### config.mk
export PLATFORM = sky130hd
export DESIGN_NAME = line_raster_3d_flat
export DESIGN_NICKNAME = d
export VERILOG_FILES = /design/src/rtl/lr3d_pkg.sv /design/src/rtl/lr3d_cmd_if.sv /design/src/rtl/lr3d_point_if.sv /design/src/rtl/lr3d_prep.sv /design/src/rtl/lr3d_step.sv /design/src/rtl/line_raster_3d.sv /design/src/flat_wrapper.sv
export SDC_FILE = /design/constraint.sdc
export NUM_CORES = 1
export LEC_CHECK = 0
export ABC_AREA = 1
export BUFFER_PORTS_ARGS = -buffer_cell sky130_fd_sc_hd__buf_2
export CELL_PAD_IN_SITES_DETAIL_PLACEMENT = 2
export CELL_PAD_IN_SITES_GLOBAL_PLACEMENT = 2
export CORE_UTILIZATION = 38
export CTS_CLUSTER_DIAMETER = 200
export DETAILED_ROUTE_END_ITERATION = 12
export PLACE_DENSITY_LB_ADDON = 0.1
export SYNTH_ARGS = -nofsm -noshare
export SYNTH_HDL_FRONTEND = slang
export SYNTH_SLANG_ARGS = --single-unit
### constraint.sdc
create_clock -name clk -period 5.55 [get_ports clk]
set_input_delay 0.8325 -clock clk [delete_from_list [all_inputs] [get_ports clk]]
set_output_delay 0.8325 -clock clk [all_outputs]
set_load 0.01 [all_outputs]
### src/rtl/lr3d_pkg.sv
// ---------------------------------------------------------------------------
// lr3d_pkg
// Shared types and codes of the 3D line rasteriser.
// ---------------------------------------------------------------------------
package lr3d_pkg;

    localparam logic OP_LOAD = 1'b0;
    localparam logic OP_STEP = 1'b1;

    typedef enum logic [1:0] {
        AXIS_X = 2'd0,
        AXIS_Y = 2'd1,
        AXIS_Z = 2'd2
    } axis_t;

    typedef struct packed {
        logic       valid;
        logic       op;
        logic [2:0] neg;
    } cmd_ctl_t;

endpackage

### src/rtl/lr3d_cmd_if.sv
// ---------------------------------------------------------------------------
// lr3d_cmd_if
// Command channel: load or step word with line end points.
// ---------------------------------------------------------------------------
interface lr3d_cmd_if #(parameter int COORD_WIDTH = 16);

    logic                          valid;
    logic                          ready;
    logic                          op;
    logic signed [COORD_WIDTH-1:0] start_x;
    logic signed [COORD_WIDTH-1:0] start_y;
    logic signed [COORD_WIDTH-1:0] start_z;
    logic signed [COORD_WIDTH-1:0] end_x;
    logic signed [COORD_WIDTH-1:0] end_y;
    logic signed [COORD_WIDTH-1:0] end_z;

    modport source (
        output valid, op, start_x, start_y, start_z, end_x, end_y, end_z,
        input  ready
    );

    modport sink (
        input  valid, op, start_x, start_y, start_z, end_x, end_y, end_z,
        output ready
    );

endinterface

### src/rtl/lr3d_point_if.sv
// ---------------------------------------------------------------------------
// lr3d_point_if
// Point channel: one rasterised point per word.
// ---------------------------------------------------------------------------
interface lr3d_point_if #(parameter int COORD_WIDTH = 16);

    logic                          valid;
    logic                          ready;
    logic signed [COORD_WIDTH-1:0] point_x;
    logic signed [COORD_WIDTH-1:0] point_y;
    logic signed [COORD_WIDTH-1:0] point_z;
    logic                          last_point;

    modport source (
        output valid, point_x, point_y, point_z, last_point,
        input  ready
    );

    modport sink (
        input  valid, point_x, point_y, point_z, last_point,
        output ready
    );

endinterface

### src/rtl/lr3d_prep.sv
// ---------------------------------------------------------------------------
// lr3d_prep
// Input register: captures a command word with per-axis delta magnitudes
// and signs.
// ---------------------------------------------------------------------------
module lr3d_prep #(
    parameter int COORD_WIDTH = 16
) (
    input  logic                   clk,
    input  logic                   rst_n,
    lr3d_cmd_if.sink               cmd,
    input  logic                   advance,
    output lr3d_pkg::cmd_ctl_t     ctl,
    output logic [COORD_WIDTH-1:0] start_x,
    output logic [COORD_WIDTH-1:0] start_y,
    output logic [COORD_WIDTH-1:0] start_z,
    output logic [COORD_WIDTH-1:0] mag_x,
    output logic [COORD_WIDTH-1:0] mag_y,
    output logic [COORD_WIDTH-1:0] mag_z
);
    import lr3d_pkg::*;

    localparam int DW = COORD_WIDTH + 1;

    function automatic logic [DW-1:0] delta(input logic [COORD_WIDTH-1:0] a,
                                            input logic [COORD_WIDTH-1:0] b);
        return {a[COORD_WIDTH-1], a} - {b[COORD_WIDTH-1], b};
    endfunction

    function automatic logic [COORD_WIDTH-1:0] magnitude(input logic [DW-1:0] d);
        logic [DW-1:0] n;
        n = d[DW-1] ? (~d + 1'b1) : d;
        return n[COORD_WIDTH-1:0];
    endfunction

    logic [DW-1:0]          dx, dy, dz;
    cmd_ctl_t               ctl_reg, ctl_next;
    logic [COORD_WIDTH-1:0] start_x_reg, start_y_reg, start_z_reg;
    logic [COORD_WIDTH-1:0] mag_x_reg, mag_y_reg, mag_z_reg;
    logic                   accept;

    assign cmd.ready = !ctl_reg.valid || advance;
    assign accept    = cmd.valid && cmd.ready;

    always_comb
    begin
        dx = delta(cmd.end_x, cmd.start_x);
        dy = delta(cmd.end_y, cmd.start_y);
        dz = delta(cmd.end_z, cmd.start_z);
        ctl_next = ctl_reg;
        if (cmd.ready)
        begin
            ctl_next.valid = cmd.valid;
            ctl_next.op    = cmd.op;
            ctl_next.neg   = {dz[DW-1], dy[DW-1], dx[DW-1]};
        end
    end

    always_ff @(posedge clk or negedge rst_n)
    begin
        if (!rst_n)
        begin
            ctl_reg <= '0;
        end
        else
        begin
            ctl_reg <= ctl_next;
        end
    end

    always_ff @(posedge clk)
    begin
        if (accept)
        begin
            start_x_reg <= cmd.start_x;
            start_y_reg <= cmd.start_y;
            start_z_reg <= cmd.start_z;
            mag_x_reg   <= magnitude(dx);
            mag_y_reg   <= magnitude(dy);
            mag_z_reg   <= magnitude(dz);
        end
    end

    assign ctl     = ctl_reg;
    assign start_x = start_x_reg;
    assign start_y = start_y_reg;
    assign start_z = start_z_reg;
    assign mag_x   = mag_x_reg;
    assign mag_y   = mag_y_reg;
    assign mag_z   = mag_z_reg;

endmodule

### src/rtl/lr3d_step.sv
// ---------------------------------------------------------------------------
// lr3d_step
// Line state, error terms and point output register.
// ---------------------------------------------------------------------------
module lr3d_step #(
    parameter int COORD_WIDTH = 16
) (
    input  logic                   clk,
    input  logic                   rst_n,
    input  lr3d_pkg::cmd_ctl_t     ctl,
    input  logic [COORD_WIDTH-1:0] start_x,
    input  logic [COORD_WIDTH-1:0] start_y,
    input  logic [COORD_WIDTH-1:0] start_z,
    input  logic [COORD_WIDTH-1:0] mag_x,
    input  logic [COORD_WIDTH-1:0] mag_y,
    input  logic [COORD_WIDTH-1:0] mag_z,
    output logic                   advance,
    lr3d_point_if.source           point
);
    import lr3d_pkg::*;

    localparam int W  = COORD_WIDTH;
    localparam int EW = COORD_WIDTH + 3;

    // {major, first minor, second minor}
    function automatic logic [3*W-1:0] pick(input axis_t a, input logic [W-1:0] x,
                                            input logic [W-1:0] y,
                                            input logic [W-1:0] z);
        logic [3*W-1:0] r;
        case (a)
            AXIS_Y:  r = {y, x, z};
            AXIS_Z:  r = {z, x, y};
            default: r = {x, y, z};
        endcase
        return r;
    endfunction

    function automatic logic [EW-1:0] twice(input logic [W-1:0] v);
        return {2'b00, v, 1'b0};
    endfunction

    function automatic logic [W-1:0] move(input logic [W-1:0] c, input logic neg);
        return neg ? (c - 1'b1) : (c + 1'b1);
    endfunction

    logic [W-1:0]         cur_x_reg, cur_y_reg, cur_z_reg;
    logic [W-1:0]         cur_x_next, cur_y_next, cur_z_next;
    logic [W-1:0]         mag_x_reg, mag_y_reg, mag_z_reg;
    logic [2:0]           neg_reg;
    axis_t                major_reg, major_next, major_ld;
    logic signed [EW-1:0] err1_reg, err1_next, err2_reg, err2_next;
    logic [W-1:0]         left_reg, left_next;
    logic                 point_valid_reg, point_valid_next;
    logic [W-1:0]         point_x_reg, point_y_reg, point_z_reg;
    logic                 last_reg;

    logic [3*W-1:0]       ld_pick, st_pick;
    logic [W-1:0]         ld_maj, ld_m1, ld_m2, st_maj, st_m1, st_m2;
    logic                 is_y, is_z, is_x, e1_pos, e2_pos;
    logic                 mv_x, mv_y, mv_z;
    logic [W-1:0]         nx, ny, nz;
    logic                 has_result, fire, fire_load, fire_step;

    assign has_result = (ctl.op == OP_STEP) && (left_reg != '0);
    assign advance    = !has_result || !point_valid_reg || point.ready;
    assign fire       = ctl.valid && advance;
    assign fire_load  = fire && (ctl.op == OP_LOAD);
    assign fire_step  = fire && has_result;

    always_comb
    begin
        if (mag_x >= mag_y && mag_x >= mag_z)
        begin
            major_ld = AXIS_X;
        end
        else if (mag_y >= mag_z)
        begin
            major_ld = AXIS_Y;
        end
        else
        begin
            major_ld = AXIS_Z;
        end
        ld_pick = pick(major_ld, mag_x, mag_y, mag_z);
        {ld_maj, ld_m1, ld_m2} = ld_pick;

        st_pick = pick(major_reg, mag_x_reg, mag_y_reg, mag_z_reg);
        {st_maj, st_m1, st_m2} = st_pick;

        is_y   = (major_reg == AXIS_Y);
        is_z   = (major_reg == AXIS_Z);
        is_x   = !is_y && !is_z;
        e1_pos = !err1_reg[EW-1] && (err1_reg != '0);
        e2_pos = !err2_reg[EW-1] && (err2_reg != '0);

        mv_x = is_x || e1_pos;
        mv_y = is_y || (is_x ? e1_pos : e2_pos);
        mv_z = is_z || e2_pos;

        nx = mv_x ? move(cur_x_reg, neg_reg[0]) : cur_x_reg;
        ny = mv_y ? move(cur_y_reg, neg_reg[1]) : cur_y_reg;
        nz = mv_z ? move(cur_z_reg, neg_reg[2]) : cur_z_reg;

        cur_x_next = cur_x_reg;
        cur_y_next = cur_y_reg;
        cur_z_next = cur_z_reg;
        major_next = major_reg;
        err1_next  = err1_reg;
        err2_next  = err2_reg;
        left_next  = left_reg;

        if (fire_load)
        begin
            cur_x_next = start_x;
            cur_y_next = start_y;
            cur_z_next = start_z;
            major_next = major_ld;
            err1_next  = twice(ld_m1) - {3'b000, ld_maj};
            err2_next  = twice(ld_m2) - {3'b000, ld_maj};
            left_next  = ld_maj;
        end
        else if (fire_step)
        begin
            cur_x_next = nx;
            cur_y_next = ny;
            cur_z_next = nz;
            err1_next  = err1_reg + twice(st_m1) - (e1_pos ? twice(st_maj) : '0);
            err2_next  = err2_reg + twice(st_m2) - (e2_pos ? twice(st_maj) : '0);
            left_next  = left_reg - 1'b1;
        end

        if (fire_step)
        begin
            point_valid_next = 1'b1;
        end
        else if (point.ready)
        begin
            point_valid_next = 1'b0;
        end
        else
        begin
            point_valid_next = point_valid_reg;
        end
    end

    always_ff @(posedge clk or negedge rst_n)
    begin
        if (!rst_n)
        begin
            cur_x_reg       <= '0;
            cur_y_reg       <= '0;
            cur_z_reg       <= '0;
            major_reg       <= AXIS_X;
            err1_reg        <= '0;
            err2_reg        <= '0;
            left_reg        <= '0;
            point_valid_reg <= 1'b0;
        end
        else
        begin
            cur_x_reg       <= cur_x_next;
            cur_y_reg       <= cur_y_next;
            cur_z_reg       <= cur_z_next;
            major_reg       <= major_next;
            err1_reg        <= err1_next;
            err2_reg        <= err2_next;
            left_reg        <= left_next;
            point_valid_reg <= point_valid_next;
        end
    end

    always_ff @(posedge clk)
    begin
        if (fire_load)
        begin
            mag_x_reg <= mag_x;
            mag_y_reg <= mag_y;
            mag_z_reg <= mag_z;
            neg_reg   <= ctl.neg;
        end
        if (fire_step)
        begin
            point_x_reg <= nx;
            point_y_reg <= ny;
            point_z_reg <= nz;
            last_reg    <= (left_reg == W'(1));
        end
    end

    assign point.valid      = point_valid_reg;
    assign point.point_x    = point_x_reg;
    assign point.point_y    = point_y_reg;
    assign point.point_z    = point_z_reg;
    assign point.last_point = last_reg;

endmodule

### src/rtl/line_raster_3d.sv
// ---------------------------------------------------------------------------
// line_raster_3d
// 3D Bresenham line rasteriser with load and step command words.
// ---------------------------------------------------------------------------
// Takes one command word per clock and gives at most one point word per
// step, registered in the point register. A load word sets up a line from
// its start and end points; each following step word yields the next point
// along the line, the end point flagged by last_point. The start point is
// not emitted; a step on an empty or finished line yields nothing. The rate
// is one word per cycle, set by the single pass through the input register
// and the state and point register; cmd.ready falls only while a finished
// point waits in the point register and the word held next would make one.
module line_raster_3d #(
    parameter int COORD_WIDTH = 16
) (
    input  logic         clk,
    input  logic         rst_n,
    lr3d_cmd_if.sink     cmd,
    lr3d_point_if.source point
);
    import lr3d_pkg::*;

    cmd_ctl_t               ctl;
    logic                   advance;
    logic [COORD_WIDTH-1:0] start_x, start_y, start_z;
    logic [COORD_WIDTH-1:0] mag_x, mag_y, mag_z;

    lr3d_prep #(
        .COORD_WIDTH (COORD_WIDTH)
    ) u_prep (
        .clk     (clk),
        .rst_n   (rst_n),
        .cmd     (cmd),
        .advance (advance),
        .ctl     (ctl),
        .start_x (start_x),
        .start_y (start_y),
        .start_z (start_z),
        .mag_x   (mag_x),
        .mag_y   (mag_y),
        .mag_z   (mag_z)
    );

    lr3d_step #(
        .COORD_WIDTH (COORD_WIDTH)
    ) u_step (
        .clk     (clk),
        .rst_n   (rst_n),
        .ctl     (ctl),
        .start_x (start_x),
        .start_y (start_y),
        .start_z (start_z),
        .mag_x   (mag_x),
        .mag_y   (mag_y),
        .mag_z   (mag_z),
        .advance (advance),
        .point   (point)
    );

endmodule

### src/flat_wrapper.sv
// flat-port wrapper written by rule: the top's interface ports become plain ports
module line_raster_3d_flat import lr3d_pkg::*;
#(
    parameter int COORD_WIDTH = 16
)
  (clk, rst_n, cmd_valid, cmd_op, cmd_start_x, cmd_start_y, cmd_start_z, cmd_end_x, cmd_end_y, cmd_end_z, cmd_ready, point_valid, point_point_x, point_point_y, point_point_z, point_last_point, point_ready);
  lr3d_cmd_if #(.COORD_WIDTH(COORD_WIDTH)) cmd_i ();
  lr3d_point_if #(.COORD_WIDTH(COORD_WIDTH)) point_i ();
  input  logic clk;
  input  logic rst_n;
  input wire logic [$bits(cmd_i.valid)-1:0] cmd_valid;
  input wire logic [$bits(cmd_i.op)-1:0] cmd_op;
  input wire logic [$bits(cmd_i.start_x)-1:0] cmd_start_x;
  input wire logic [$bits(cmd_i.start_y)-1:0] cmd_start_y;
  input wire logic [$bits(cmd_i.start_z)-1:0] cmd_start_z;
  input wire logic [$bits(cmd_i.end_x)-1:0] cmd_end_x;
  input wire logic [$bits(cmd_i.end_y)-1:0] cmd_end_y;
  input wire logic [$bits(cmd_i.end_z)-1:0] cmd_end_z;
  output wire logic [$bits(cmd_i.ready)-1:0] cmd_ready;
  output wire logic [$bits(point_i.valid)-1:0] point_valid;
  output wire logic [$bits(point_i.point_x)-1:0] point_point_x;
  output wire logic [$bits(point_i.point_y)-1:0] point_point_y;
  output wire logic [$bits(point_i.point_z)-1:0] point_point_z;
  output wire logic [$bits(point_i.last_point)-1:0] point_last_point;
  input wire logic [$bits(point_i.ready)-1:0] point_ready;
  assign cmd_i.valid = cmd_valid;
  assign cmd_i.op = cmd_op;
  assign cmd_i.start_x = cmd_start_x;
  assign cmd_i.start_y = cmd_start_y;
  assign cmd_i.start_z = cmd_start_z;
  assign cmd_i.end_x = cmd_end_x;
  assign cmd_i.end_y = cmd_end_y;
  assign cmd_i.end_z = cmd_end_z;
  assign cmd_ready = cmd_i.ready;
  assign point_valid = point_i.valid;
  assign point_point_x = point_i.point_x;
  assign point_point_y = point_i.point_y;
  assign point_point_z = point_i.point_z;
  assign point_last_point = point_i.last_point;
  assign point_i.ready = point_ready;
  line_raster_3d #(.COORD_WIDTH(COORD_WIDTH)) u_core (.clk(clk), .rst_n(rst_n), .cmd(cmd_i), .point(point_i));
endmodule
==> qor.txt <==
Outcome = finished, final reports clean
Maxcap violations = 0
Yosys warns = 0
H-tree depth = 2
Layout area overhead = 13.4%
Mean area per synthesized cell = 8.21 sq um
Hold buffers post-CTS = 0
Startpoint types = flop
CP required = 6.06 ns
Slew Limit Fails = 0
ANT nets after route = 0
Post-Synthesis Cells = 2835
Core area = 60500 sq um
Cell total after placement = 3738
Synth async-reset ratio = 35.7%
Slew @ Worst Pin = 1.24 ns
Cell Rows = 90
Peak Freq = 189 MHz
Die H = 249 um
Number of flip-flops under the largest register name = 19
Clk slew on worst S/H paths = 0.06 ns
Distinct cell type count after synthesis = 67
Post-route insts no fill = 3817
Routed len/inst = 25.0 um
Maximum buffer depth of the clock tree = 3
Initial antenna violation count = 2
Post-route DRC violation count = 0
NumNets Final = 3349
Fin crit share = 95.5%
Share of layout cells above drive strength 1 = 11.1%
Final Wtd Congestion = 0.974
Pin count of the biggest net entering global routing = 110
CP max FO = 34
Crit Path Category = reg2reg
Worst min-delay path class = in2async
Routed vias = 21393
Ports = 152
Post-Route WL = 95.3 mm
Register area share after synthesis = 37.0%
GRT Total Usage = 30.5%
Cts bufs inserted = 42
Remaining Overflow, GRT = 0
Die X = 249 um
Worst EP arrival = 5.81 ns
Global-route wire length before repair = 144 mm
Pre-antenna DRT Iters = 6
Port buffer count = 151
EDFF count, synth = 196
Worst skew pair latency = 0.58 ns
Final setup violation count = 0
RSZ-0062 raised after global routing = no
Total negative slack = 0 ns
Via/cell ratio = 5.60
HPWL after detailed placement = 75.2 mm
CTS sink count = 305
Max_slew headroom = 17.3%
Min Tclk post-route = 5.30 ns
Initial Utilization = 38.5%
Initial DRC count = 1368
Final hold viol count = 0
Clock skew = 0.0186 ns
Die area = 62200 sq um
Cell Area, Synth = 23300 sq um
Clock root cell = clkbuf_16
Commonest register cell after synthesis = edfxtp_1
CTS tree = yes
Worst Setup End Kind = flop
Number of synthesized register bits = 305
Synthesized Nets = 3184
Vias in the first global route = 23382
through the flow:
step	utilization [%]	hold slack [ns]	setup slack (ns)	area (sq um)
final	43.6	0.322	0.250	26400
after global routing	43.6	0.386	0.0138	26400
after CTS	43.6	0.372	0.439	26400
after detailed placement	41.4	0.439	0.513	25100
after global placement	41.4	0.433	0.587	25100
after floorplan	-	0.426	1.48	23300
cell type report:
type	instances	area [sq um]
diodes	1	2.50
fillers	6834	34100
inverters	429	1620
multi-input cells	2035	12800
clock inverters	16	108
flip-flops and latches	305	8610
repair buffers	187	1070
clock buffers	62	1220
well taps	782	978
critical path, stage by stage (launching register included):
cell and delay, ns:
edfxtp_1 0.52, inv_1 0.21, ha_1 0.34, nand2_1 0.07, inv_1 0.05, nand2_1 0.08, nand2_1 0.07, nor2_1 0.10
nand2_1 0.10, nand2_1 0.12, nand2_2 0.09, nand2_4 0.23, inv_1 0.52, o21ai_0 0.78, ha_1 0.40, a21oi_1 0.26
o21ai_0 0.17, inv_1 0.08, nor2_1 0.03, a2111oi_0 0.49, nand3_1 0.23, nand3_1 0.14, nand2_1 0.05, inv_1 0.05
final timing paths:
check                                             from                           to  slack, ns  cells past startpoint
worst min register to register    u_core.u_prep.ctl[0]     u_core.u_step.neg_reg[0]       0.45                      0
min in group clk                       cmd_start_y[12]    u_core.u_prep.start_y[12]       0.44                      1
worst max-delay path            u_core.u_prep.mag_z[6]   u_core.u_step.err1_reg[16]       0.25                     23
worst max register to register  u_core.u_prep.mag_z[6]   u_core.u_step.err1_reg[16]       0.25                     23
max in group asynchronous                        rst_n  u_core.u_step.cur_y_reg[13]       4.56                      2
worst min-delay path                             rst_n   u_core.u_step.err1_reg[11]       0.32                      2
layer usage:
| layer | track usage [%] | wire, um |
|---|---|---|
| met5 | 0 | 0 |
| met3 | 3.36 | 3730 |
| met4 | 8.66 | 2570 |
| met2 | 52.1 | 46000 |
| met1 | 40.7 | 43000 |
layout by cell type (no fill, tap or decap), types with 109 or more instances in the layout:
cell	netlist	layout
buf_2	14	150
dfrtp_1	109	109
edfxtp_1	196	196
nand2_1	601	600
ha_1	208	208
inv_1	415	413
a21oi_1	222	221
nand3_1	143	143
o21ai_0	145	145
nor2_1	181	180
cell usage after synthesis (22+ instances only):
cell	number	area, sq um
a21boi_0	22	165
a21oi_1	222	1110
a22oi_1	25	188
clkbuf_1	44	165
dfrtp_1	109	2730
edfxtp_1	196	5890
fa_1	40	801
ha_1	208	2600
inv_1	415	1560
nand2_1	601	2260
nand3_1	143	716
nor2_1	181	679
nor3_1	30	150
o211ai_1	34	255
o21ai_0	145	726
o21ai_1	29	145
or2_2	22	138
xnor2_1	33	289
xor2_1	99	867
logic make-up (layout without fill, tap and decap cells):
logic type	count (synthesis)	in the layout	share of synthesized area, %
muxes	1	1	0.0430
DFF	305	305	37.0
buffers and inverters	495	694	8.11
adders and majority gates	248	248	14.6
other	0	1	0
and+or+nand+nor	1051	1051	19.4
xor gates and xnor gates	141	141	5.60
AOI/OAI and AO/OA	594	594	15.2
what timing repair did:
item                                    in CTS  in global routing
setup buffers                                0                  0
endpoints found under the setup margin       0                  1
resized for setup                            0                  1
Power is left out: the tool's default activity adds up to more than one toggle a clock period on the data nets, which glitch-free logic cannot reach.
